File: config.mk
export PLATFORM = sky130hd
export DESIGN_NAME = shuffled_minimal_standard_rng_core
export DESIGN_NICKNAME = d
export VERILOG_FILES = /design/src/shrng_pkg.sv /design/src/shuffled_minimal_standard_rng_core.sv /design/src/shrng_ram.sv /design/src/shrng_pm.sv /design/src/shrng_idx.sv
export SDC_FILE = /design/constraint.sdc
export NUM_CORES = 2
export LEC_CHECK = 0
export BUFFER_PORTS_ARGS = -buffer_cell sky130_fd_sc_hd__buf_2
export CORE_MARGIN = 3
export CORE_UTILIZATION = 45
export CTS_CLUSTER_DIAMETER = 150
export DETAILED_ROUTE_END_ITERATION = 7
export HOLD_SLACK_MARGIN = 0.15
export SYNTH_ARGS = -nofsm -noshare
export SYNTH_HDL_FRONTEND = slang
export SYNTH_HIERARCHICAL = 1
export SYNTH_SLANG_ARGS = --single-unit
export TNS_END_PERCENT = 50
File: constraint.sdc
create_clock -name clk -period 16.91 [get_ports clk]
set_clock_uncertainty 0.1 [all_clocks]
set_input_delay 2.5365 -clock clk [delete_from_list [all_inputs] [get_ports clk]]
set_output_delay 2.5365 -clock clk [all_outputs]
set_load 0.01 [all_outputs]
File: src/shrng_pkg.sv
`default_nettype none
package shrng_pkg;

  localparam int GEN_W = 31;
  localparam int CNT_W = 32;

  typedef logic [GEN_W-1:0] gen_t;
  typedef logic [CNT_W-1:0] cnt_t;

  localparam logic [14:0]      PM_MULT     = 15'd16807;
  localparam logic [GEN_W-1:0] PM_MOD      = 31'h7FFF_FFFF;
  localparam logic [GEN_W-1:0] SEED_CAP    = 31'd2147383646;
  localparam logic [CNT_W-1:0] LIMIT_RESET = 32'd400000000;

  localparam int DEF_TABLE_DEPTH  = 32;
  localparam int DEF_WARMUP_EXTRA = 8;

  localparam logic OP_DRAW = 1'b0;
  localparam logic OP_SEED = 1'b1;

endpackage
`default_nettype wire

File: src/shuffled_minimal_standard_rng_core.sv
`default_nettype none
// Channel  Direction  Handshake          Word
// in       input      in_valid/in_ready  in_operation, in_seed_value
// out      output     out_valid/out_ready out_random_value, out_limit_reached
// cfg      input      cfg_wr_en          cfg_wr_data (max_draws)
//
// Draw: count check, slot divide, table read, write-back, output load;
// only count check and output load when over the limit.
// Reseed: TABLE_DEPTH+WARMUP_EXTRA generator steps, one after another;
// no word is produced.
// Reset is synchronous; table contents are not cleared.
// A result waits in the output register while the next word is accepted.
module shuffled_minimal_standard_rng_core #(
  parameter int TABLE_DEPTH  = shrng_pkg::DEF_TABLE_DEPTH,
  parameter int WARMUP_EXTRA = shrng_pkg::DEF_WARMUP_EXTRA
) (
  input  wire logic             clk,
  input  wire logic             rst_n,
  input  wire logic             in_valid,
  output logic                  in_ready,
  input  wire logic             in_operation,
  input  wire logic [31:0]      in_seed_value,
  output logic                  out_valid,
  input  wire logic             out_ready,
  output shrng_pkg::gen_t       out_random_value,
  output logic                  out_limit_reached,
  input  wire logic             cfg_wr_en,
  input  wire shrng_pkg::cnt_t  cfg_wr_data
);
  import shrng_pkg::*;

  localparam int IW    = $clog2(TABLE_DEPTH);
  localparam int STEPS = TABLE_DEPTH + WARMUP_EXTRA;
  localparam int KW    = $clog2(STEPS);
  localparam logic [KW-1:0] K_FIRST = KW'(STEPS - 1);

  localparam logic [2:0] S_IDLE  = 3'd0;
  localparam logic [2:0] S_DCHK  = 3'd1;
  localparam logic [2:0] S_DWAIT = 3'd2;
  localparam logic [2:0] S_DWR   = 3'd3;
  localparam logic [2:0] S_OUT   = 3'd4;
  localparam logic [2:0] S_SINIT = 3'd5;
  localparam logic [2:0] S_SSTEP = 3'd6;

  logic [2:0]    state_r, state_nxt;
  gen_t          seed_r, seed_nxt;
  gen_t          gen_r, gen_nxt;
  gen_t          last_r, last_nxt;
  cnt_t          cnt_r, cnt_nxt;
  cnt_t          max_r;
  logic [KW-1:0] k_r, k_nxt;
  gen_t          res_val_r, res_val_nxt;
  logic          res_flag_r, res_flag_nxt;
  logic          out_valid_r, out_valid_nxt;
  gen_t          out_val_r, out_val_nxt;
  logic          out_flag_r, out_flag_nxt;

  logic          pm_start;
  gen_t          pm_in;
  logic          pm_done;
  gen_t          pm_res;
  logic          idx_start;
  logic          idx_done;
  logic [IW-1:0] idx_res;

  logic          ram_en;
  logic          ram_we;
  logic [IW-1:0] ram_addr;
  gen_t          ram_wdata;
  gen_t          ram_rdata;

  cnt_t          cnt_inc;
  gen_t          seed_fix;

  assign cnt_inc  = (cnt_r == '1) ? cnt_r : cnt_r + 32'd1;
  assign seed_fix = (seed_r == '0 || seed_r > SEED_CAP) ? GEN_W'(1) : seed_r;

  shrng_pm u_pm (
    .clk   (clk),
    .rst_n (rst_n),
    .start (pm_start),
    .g     (pm_in),
    .done  (pm_done),
    .res   (pm_res)
  );

  shrng_idx #(
    .TABLE_DEPTH (TABLE_DEPTH)
  ) u_idx (
    .clk   (clk),
    .rst_n (rst_n),
    .start (idx_start),
    .x     (last_r),
    .done  (idx_done),
    .idx   (idx_res)
  );

  shrng_ram #(
    .WIDTH (GEN_W),
    .DEPTH (TABLE_DEPTH)
  ) u_table (
    .clk   (clk),
    .en    (ram_en),
    .we    (ram_we),
    .addr  (ram_addr),
    .wdata (ram_wdata),
    .rdata (ram_rdata)
  );

  // One item at a time: the read and write-back of a slot never overlap
  // with another access to the table.
  always_comb begin
    state_nxt     = state_r;
    seed_nxt      = seed_r;
    gen_nxt       = gen_r;
    last_nxt      = last_r;
    cnt_nxt       = cnt_r;
    k_nxt         = k_r;
    res_val_nxt   = res_val_r;
    res_flag_nxt  = res_flag_r;
    out_valid_nxt = out_valid_r;
    out_val_nxt   = out_val_r;
    out_flag_nxt  = out_flag_r;
    pm_start      = 1'b0;
    pm_in         = gen_r;
    idx_start     = 1'b0;
    ram_en        = 1'b0;
    ram_we        = 1'b0;
    ram_addr      = idx_res;
    ram_wdata     = gen_r;

    if (out_valid_r && out_ready) begin
      out_valid_nxt = 1'b0;
    end

    case (state_r)
      S_IDLE: begin
        if (in_valid) begin
          if (in_operation == OP_SEED) begin
            seed_nxt  = in_seed_value[GEN_W-1:0];
            state_nxt = S_SINIT;
          end else begin
            state_nxt = S_DCHK;
          end
        end
      end
      S_DCHK: begin
        cnt_nxt = cnt_inc;
        if (max_r != '0 && cnt_inc > max_r) begin
          res_val_nxt  = '0;
          res_flag_nxt = 1'b1;
          state_nxt    = S_OUT;
        end else begin
          pm_start  = 1'b1;
          pm_in     = gen_r;
          idx_start = 1'b1;
          state_nxt = S_DWAIT;
        end
      end
      S_DWAIT: begin
        // generator result is ready before the slot index
        if (idx_done) begin
          gen_nxt   = pm_res;
          ram_en    = 1'b1;
          ram_addr  = idx_res;
          state_nxt = S_DWR;
        end
      end
      S_DWR: begin
        ram_en       = 1'b1;
        ram_we       = 1'b1;
        ram_addr     = idx_res;
        ram_wdata    = gen_r;
        last_nxt     = ram_rdata;
        res_val_nxt  = ram_rdata;
        res_flag_nxt = 1'b0;
        state_nxt    = S_OUT;
      end
      S_OUT: begin
        if (!out_valid_r || out_ready) begin
          out_valid_nxt = 1'b1;
          out_val_nxt   = res_val_r;
          out_flag_nxt  = res_flag_r;
          state_nxt     = S_IDLE;
        end
      end
      S_SINIT: begin
        pm_start  = 1'b1;
        pm_in     = seed_fix;
        k_nxt     = K_FIRST;
        state_nxt = S_SSTEP;
      end
      S_SSTEP: begin
        if (pm_done) begin
          // last TABLE_DEPTH values fill the table from the top slot down
          if (32'(k_r) < 32'(TABLE_DEPTH)) begin
            ram_en    = 1'b1;
            ram_we    = 1'b1;
            ram_addr  = k_r[IW-1:0];
            ram_wdata = pm_res;
          end
          if (k_r == '0) begin
            gen_nxt   = pm_res;
            last_nxt  = pm_res;
            state_nxt = S_IDLE;
          end else begin
            k_nxt    = k_r - KW'(1);
            pm_start = 1'b1;
            pm_in    = pm_res;
          end
        end
      end
      default: begin
        state_nxt = S_IDLE;
      end
    endcase
  end

  always_ff @(posedge clk) begin
    if (!rst_n) begin
      state_r     <= S_IDLE;
      gen_r       <= GEN_W'(1);
      last_r      <= '0;
      cnt_r       <= '0;
      max_r       <= LIMIT_RESET;
      out_valid_r <= 1'b0;
    end else begin
      state_r     <= state_nxt;
      gen_r       <= gen_nxt;
      last_r      <= last_nxt;
      cnt_r       <= cnt_nxt;
      out_valid_r <= out_valid_nxt;
      if (cfg_wr_en) begin
        max_r <= cfg_wr_data;
      end
    end
  end

  always_ff @(posedge clk) begin
    seed_r     <= seed_nxt;
    k_r        <= k_nxt;
    res_val_r  <= res_val_nxt;
    res_flag_r <= res_flag_nxt;
    out_val_r  <= out_val_nxt;
    out_flag_r <= out_flag_nxt;
  end

  assign in_ready          = (state_r == S_IDLE);
  assign out_valid         = out_valid_r;
  assign out_random_value  = out_val_r;
  assign out_limit_reached = out_flag_r;

endmodule
`default_nettype wire

File: src/shrng_ram.sv
`default_nettype none
module shrng_ram #(
  parameter int WIDTH = 31,
  parameter int DEPTH = 32
) (
  input  wire logic                     clk,
  input  wire logic                     en,
  input  wire logic                     we,
  input  wire logic [$clog2(DEPTH)-1:0] addr,
  input  wire logic [WIDTH-1:0]         wdata,
  output logic      [WIDTH-1:0]         rdata
);

  logic [WIDTH-1:0] mem [DEPTH];

  always_ff @(posedge clk) begin
    if (en) begin
      if (we) begin
        mem[addr] <= wdata;
      end else begin
        rdata <= mem[addr];
      end
    end
  end

endmodule
`default_nettype wire

File: src/shrng_pm.sv
`default_nettype none
// Park-Miller step: 16807 * g mod (2^31 - 1).
module shrng_pm (
  input  wire logic              clk,
  input  wire logic              rst_n,
  input  wire logic              start,
  input  wire shrng_pkg::gen_t   g,
  output logic                   done,
  output shrng_pkg::gen_t        res
);
  import shrng_pkg::*;

  logic [45:0] prod_r;
  logic        v1_r;
  logic        done_r;
  gen_t        res_r;
  logic [31:0] fold;
  logic [31:0] fold_red;

  // Mersenne fold: hi + lo stays below 2M, one subtract is enough
  assign fold     = 32'(prod_r[45:31]) + 32'(prod_r[30:0]);
  assign fold_red = (fold >= 32'(PM_MOD)) ? fold - 32'(PM_MOD) : fold;

  always_ff @(posedge clk) begin
    if (!rst_n) begin
      v1_r   <= 1'b0;
      done_r <= 1'b0;
    end else begin
      v1_r   <= start;
      done_r <= v1_r;
    end
  end

  always_ff @(posedge clk) begin
    if (start) begin
      prod_r <= 46'(g) * 46'(PM_MULT);
    end
    if (v1_r) begin
      res_r <= fold_red[30:0];
    end
  end

  assign done = done_r;
  assign res  = res_r;

endmodule
`default_nettype wire

File: src/shrng_idx.sv
`default_nettype none
// Shuffle slot = x / ((2^31-2)/DEPTH + 1), clamped. Reciprocal estimate is
// exact or one high; a back-multiply corrects it.
module shrng_idx #(
  parameter int TABLE_DEPTH = shrng_pkg::DEF_TABLE_DEPTH
) (
  input  wire logic                           clk,
  input  wire logic                           rst_n,
  input  wire logic                           start,
  input  wire shrng_pkg::gen_t                x,
  output logic                                done,
  output logic [$clog2(TABLE_DEPTH)-1:0]      idx
);
  import shrng_pkg::*;

  localparam int IW = $clog2(TABLE_DEPTH);
  localparam logic [31:0] DIVISOR =
    32'((64'h7FFF_FFFE / 64'(TABLE_DEPTH)) + 64'd1);
  localparam logic [31:0] RECIP =
    32'((64'h8000_0000 / 64'(DIVISOR)) + 64'd1);
  localparam int RW = $clog2(64'(RECIP) + 64'd1);
  localparam int PW = GEN_W + RW;
  localparam logic [IW-1:0] LAST_IDX = IW'(TABLE_DEPTH - 1);

  logic [PW-1:0] prod_r;
  logic [PW-1:0] chk_r;
  logic [RW-1:0] qe_r;
  gen_t          x1_r;
  gen_t          x2_r;
  logic          v1_r;
  logic          v2_r;
  logic          done_r;
  logic [IW-1:0] idx_r;
  logic [RW-1:0] q_est;
  logic [RW-1:0] q_fix;

  assign q_est = prod_r[PW-1:GEN_W];
  assign q_fix = (chk_r > PW'(x2_r)) ? qe_r - RW'(1) : qe_r;

  always_ff @(posedge clk) begin
    if (!rst_n) begin
      v1_r   <= 1'b0;
      v2_r   <= 1'b0;
      done_r <= 1'b0;
    end else begin
      v1_r   <= start;
      v2_r   <= v1_r;
      done_r <= v2_r;
    end
  end

  always_ff @(posedge clk) begin
    if (start) begin
      prod_r <= PW'(x) * PW'(RECIP);
      x1_r   <= x;
    end
    if (v1_r) begin
      chk_r <= PW'(q_est) * PW'(DIVISOR);
      qe_r  <= q_est;
      x2_r  <= x1_r;
    end
    if (v2_r) begin
      idx_r <= (32'(q_fix) >= 32'(TABLE_DEPTH)) ? LAST_IDX : IW'(q_fix);
    end
  end

  assign done = done_r;
  assign idx  = idx_r;

endmodule
`default_nettype wire

# Word-level counts from Yosys, hierarchy flattened
# Memory sizes are Yosys's and may differ from the RTL's. A register that Yosys moved wholly into a read port is not among the register bits.
# Index checks and enable logic that the tools add are counted.
[op_classes]
add_sub_neg = 5
n_mul = 2
magnitude_cmp = 6
eq_ne = 14
muxes = 49
bitwise = 1
n_reduce_logical = 21
[ops]
columns = ["operator", "n"]
rows = [
  ["two-way mux 31 bit", 11],
  ["case mux 31 bit (2 select lines)", 4],
  ["multiplier 31 x 15 -> 46 bit (second input constant)", 1],
  ["multiplier 31 x 6 -> 37 bit (second input constant)", 1],
  ["adder 15 x 31 -> 32 bit", 1],
  ["adder 32 x 1 -> 32 bit (second input constant)", 1],
  ["== test 32 bit (second input constant)", 1],
  [">= comparator 32 x 31 -> 1 bit (second input constant)", 1],
  ["greater-than comparator 32 x 31 -> 1 bit", 1],
  ["greater-than comparator 32 bit", 1],
  ["two-way mux 32 bit", 1],
  ["nonzero test 32 bit", 1],
  ["greater-than comparator 31 bit (second input constant)", 1],
  ["logical NOT 31 bit", 1],
  ["subtractor 31 bit (second input constant)", 1],
  ["two-way mux 3 bit", 7],
  ["case mux 3 bit (7 select lines)", 1],
  ["two-way mux 6 bit", 3],
  ["two-way mux 5 bit", 3],
  ["two-way mux 1 bit", 14],
  ["case mux 6 bit (2 select lines)", 1],
  ["subtractor 6 x 1 -> 6 bit (second input constant)", 2],
  ["inequality test 2 bit (second input constant)", 5],
  ["== test 3 bit (second input constant)", 3],
  ["other kinds (18)", 31],
]
[word_totals]
regBits = 423
ram_bits = 992
wordCells = 123
memories = 1
[mem_list]
columns = ["name", "depth", "width", "read_ports", "rd_clocked_by_memory_dff", "write_ports", "line_no", "source"]
rows = [
  ["u_table.mem", 32, 31, 1, 1, 1, "shrng_ram.sv:14", "logic [WIDTH-1:0] mem [DEPTH];"],
]

# Logic depth before layout (Yosys ltp)
[depth]
depth_word = 7
depth_mapped = 31
depth_no_buf = 29

# By module
# Netlist, hierarchy kept.
[modules_own_cells]
columns = ["module", "instances", "cells_per_inst", "area_per_inst_um2", "seq_area_each_um2"]
rows = [
  ["shrng_ram", 1, 2042, 38720.9, 30719.5],
  ["shrng_pm", 1, 1271, 12182.9, 2352.3],
  ["shuffled_minimal_standard_rng_core", 1, 1158, 11244.5, 5635.4],
  ["shrng_idx", 1, 303, 4390.5, 2432.3],
]

# Worst setup path after synthesis
# No wires, ideal clock.
[synth_path]
path_kind = "register to register"
start = "register k_r[0]"
end = "register u_pm.prod_r[41] (data pin)"
setup_ns = 0.260
t_arrival_ns = 7.486
t_required_ns = 16.550
path_slack_ns = 9.064
path_stages_with_launch = 32
n_path_buf = 2
synth_period_minus_slack_ns = 7.846
cell_sequence = "edfxtp_1 -> inv_1 -> ha_1 -> or3b_2 -> nor3_2 -> nor2_1 -> nor2_1 -> clkbuf_1 -> a221o_1 -> inv_1 -> fa_1 -> inv_1 -> ha_1 -> inv_1 -> fa_1 -> inv_1 -> ha_1 -> fa_1 -> inv_1 -> fa_1 -> inv_1 -> ha_1 -> clkbuf_1 -> nand3_1 -> nor2_1 -> a31oi_1 -> o31ai_1 -> a31oi_1 -> o311ai_0 -> a211o_1 -> a21oi_1 -> xnor2_1"
[synth_via]
elab_chain_cells = 5
[synth_lines]
columns = ["element", "line_no", "source"]
rows = [
  ["from (decl)", "shuffled_minimal_standard_rng_core.sv:51", "logic [KW-1:0] k_r, k_nxt;"],
  ["from (signal assigned)", "shuffled_minimal_standard_rng_core.sv:241", "k_r <= k_nxt;"],
  ["logical NOT 6 bit", "shuffled_minimal_standard_rng_core.sv:202", "if (k_r == '0) begin"],
  ["two-way mux 31 bit", "shuffled_minimal_standard_rng_core.sv:202", ""],
  ["two-way mux 31 bit", "shuffled_minimal_standard_rng_core.sv:194", "if (pm_done) begin"],
  ["case mux 31 bit (2 select lines)", "shuffled_minimal_standard_rng_core.sv:136", "case (state_r)"],
  ["net pm_in[10]", "shuffled_minimal_standard_rng_core.sv:59", "gen_t pm_in;"],
  ["multiplier 31 x 15 -> 46 bit", "shrng_pm.sv:36", "prod_r <= 46'(g) * 46'(PM_MULT);"],
  ["to (signal assigned)", "shrng_pm.sv:36", ""],
  ["to (decl)", "shrng_pm.sv:13", "logic [45:0] prod_r;"],
]
# The timed path passes the listed nets, and every way through them passes these cells.
# A chain may end at the register's enable or synchronous reset.

# Final worst setup path
[layout_path]
start = "register k_r[1]"
end = "register u_pm.prod_r[41] (data pin)"
# Same word-level chain as after synthesis.

==> impl_metrics.ini <==
[global_route]
grt_pass1_wl_um = 251000
grtUsageTotal_pct = 22.1
antenna_found_initial = 3
grt_max_degree = 124
grt_pass1_vias = 38797
gr-total-overflow = 0

[synthesis]
synth_top_area_cell = edfxtp_1
synth-xor-area-share_pct = 1.72
synthAdderAreaFrac_pct = 10.0
synth_top_family_by_area = adder cells
ys_seq_elements = 1415
synth_compound_area_share_pct = 7.22
synthCells = 4774
syn-num-nets = 5296
yosysUniqueCellTypes = 100
ys_async_sr_fraction_pct = 0
ys_warn_count = 6
synthSimpleGateAreaFrac_pct = 7.22
syn-cell-area_mm2 = 0.0665
yosysTopAreaCellShare_pct = 57.8
synth_area_leaders = edfxtp_1 58%, mux2i_1 7.9%, ha_1 6.0%
synth-main-ff-cell = edfxtp_1
synth_seq_area_share_pct = 61.8
syn_area_per_cell_um2 = 13.9
synthMuxAreaShare_pct = 8.48
synth_edf_count = 1280

[clock_tree]
cts_tree = built
clock_latency_ns = 0.77
clockRootBuffer = clkbuf_16
hold_buffers = 0
cts.clk_slew.worst_paths_ns = 0.06
clock_sinks = 1415
cts_made_buffers = 144
cts_buffer_depth = 3
cts_resized = 0
postCtsSetupRepairBufs = 0
cts_max_level = 4

[sta]
clock.fmax_mhz = 104
drv_slew = 0
min_period_ns = 9.62
hold_viol = 0
fin_setup_tns_ns = 0
fin_ws_ns = 7.29
rsz0062_at_grt = false
max_slew_margin_pct = 1.74
worst_slew_pin_slew_ns = 1.46
hold_ws_ns = 0.314
fin_crit_sh_pct = 56.9
finalSetupViolCount = 0

[pwr]
combPwrFrac_pct = 7.0
p_switching_w = 0.00172
seqPwrFrac_pct = 51.3
p_sw_share_pct = 22.6
irDropWorstVdd_uv = 101
p_leak_nw = 28.8
p_int_w = 0.00589
powerDensity_mw_per_mm2 = 103
pwr-share-clk_pct = 41.7

[floorplanning]
die_area_mm2 = 0.153
start_util_pct = 45.5
coreArea_mm2 = 0.146
io_pins = 104
num_rows = 140
die_h_um = 391
die_w_um = 391

[detailed_routing]
antenna_left = 1
wirelength_um = 169000
firstDrtPassIters = 7
via_per_inst = 5.73
post_drt_wl_per_cell_um = 24.4
via_count = 39749
drcViolationCount = 0
drt_iter0_drc = 3460

[worst_setup_path]
required_ns = 17.32
endpoint_kind = flop
path_max_fanout = 34
worst_path_max_delay_cell = o311ai_0
rr_startpoint = k_r[1]
rr_worst_depth = 31
crit_type = flop to flop
reg2reg_to = u_pm/prod_r[41]
crit_path_start_kind = flop
rrSetupSlack_ns = 7.29
crit_path_frequent_cell = inv_1
worst_ep_arrival_time_ns = 10.03
cpPeakStageDelay_ns = 0.84

[placement]
port_buffers = 102
gp_congestion = 0.877
place_ws_ns = 7.27
dp_hpwl_um = 108000

[cells_and_area]
fin_nets = 5417
final_cell_mix = 1,280 x edfxtp_1, 522 x mux2i_1, 360 x inv_1
drive_gt1_share_pct = 10.5
layout_commonest_cell = edfxtp_1
fin_util_pct = 50.7
syn_to_final_growth_pct = 11.4
final.fill_count = 12427

[flow_run]
max_cap_violations = 1

[hold_path]
hold_start = u_idx/x1_r[18]
hold_path.class = flop to flop
holdPathStages = 0
min_to = u_idx/x2_r[18]

[outcome]
violations = antenna rules, capacitance limit
status = finished with violations
[sequential cells by signal, summed over array words and instances, names as in the netlist, 6 cells and up]
name              flops
u_table/mem         992
u_pm/prod_r          46
cnt_r                32
max_r                32
gen_r                31
last_r               31
out_random_value     31
res_val_r            31
seed_r               31
u_idx/x2_r           31
u_pm/res             31
u_table/rdata        31
u_idx/x1_r           26
u_idx/prod_r         11
k_r                   6
u_idx/qe_r            6
[per-stage QoR]
step	area (um^2)	instances	power, W
2_1_floorplan	66500	4774	0.00434
3_3_place_gp	69400	6666	0.00450
3_5_place_dp	69400	6666	0.00450
4_1_cts	74100	6921	0.00768
5_1_grt	74100	6922	0.00788
6_report	74100	6931	0.00761
[power groups by stage]
| stage | logic (W) | clock network [W] | registers, W |
|---|---|---|---|
| after global routing | 0.000596 | 0.00338 | 0.00391 |
| after detailed placement | 0.000529 | 0 | 0.00398 |
| after CTS | 0.000534 | 0.00324 | 0.00390 |
| after floorplan | 0.000381 | 0 | 0.00396 |
| after global placement | 0.000525 | 0 | 0.00398 |
| final | 0.000532 | 0.00317 | 0.00390 |
[per-layer routing]
layer / up-vias / GRT usage, % / share of wire [%]
met5: - / 0 / 0
met4: 0 / 7.01 / 2.8
met3: 248 / 3.13 / 6.4
met2: 1239 / 35.5 / 47
met1: 20037 / 31.2 / 44
li1: 18225 / - / -
[critical path, delay by kind of cell (launching register included)]
family	cells	cell delay, ns
compound gates	7	2.88
xor+xnor	1	0.13
fa+ha+maj	8	3.27
buf+inv	9	1.16
flops	1	0.43
simple gates	6	1.40
[layout make-up]
type                    count  area (um^2)  share of cell area, %
clock buffers             186         3900                   5.26
inverters                 361         1360                   1.83
flip-flops and latches   1415        41100                   55.5
repair buffers            184         1150                   1.55
clock inverters            69          773                   1.04
multi-input cells        2789        23400                   31.6
diodes                     10         25.0                 0.0338
well taps                1917         2400                   3.24
[cell families (layout without fill, tap and decap cells)]
| group | Yosys count | count (layout) |
|---|---|---|
| adder cells (fa/ha/maj) | 452 | 452 |
| AO/OA/AOI/OAI | 697 | 697 |
| XOR/XNOR | 128 | 128 |
| flip-flops | 1415 | 1415 |
| other | 0 | 10 |
| buffers and inverters | 570 | 800 |
| multiplexers | 559 | 559 |
| AND/OR/NAND/NOR | 953 | 953 |
[worst max-delay path by stage]
stage | startpoint | endpoint | slack (ns)
2_1_floorplan | k_r[0] | u_pm/prod_r[41] | 9.06
3_3_place_gp | k_r[0] | u_pm/prod_r[41] | 7.37
3_5_place_dp | k_r[1] | u_pm/prod_r[41] | 7.27
4_1_cts | k_r[1] | u_pm/prod_r[41] | 7.30
5_1_grt | k_r[1] | u_pm/prod_r[39] | 6.72
6_report | k_r[1] | u_pm/prod_r[41] | 7.29
[synth_stat cells (42+ instances only)]
master,count
xnor2_1,73
nand2_1,299
nand3_1,74
nor3_1,42
clkbuf_1,86
fa_1,134
nor2_1,209
o22ai_1,249
and2_1,56
buf_2,107
and3_1,51
xor2_1,52
o21ai_0,53
nor4_1,94
mux2i_1,522
inv_1,361
a21oi_1,124
edfxtp_1,1280
dfxtp_1,135
ha_1,318
No activity file was read; power rests on OpenSTA's default activity.
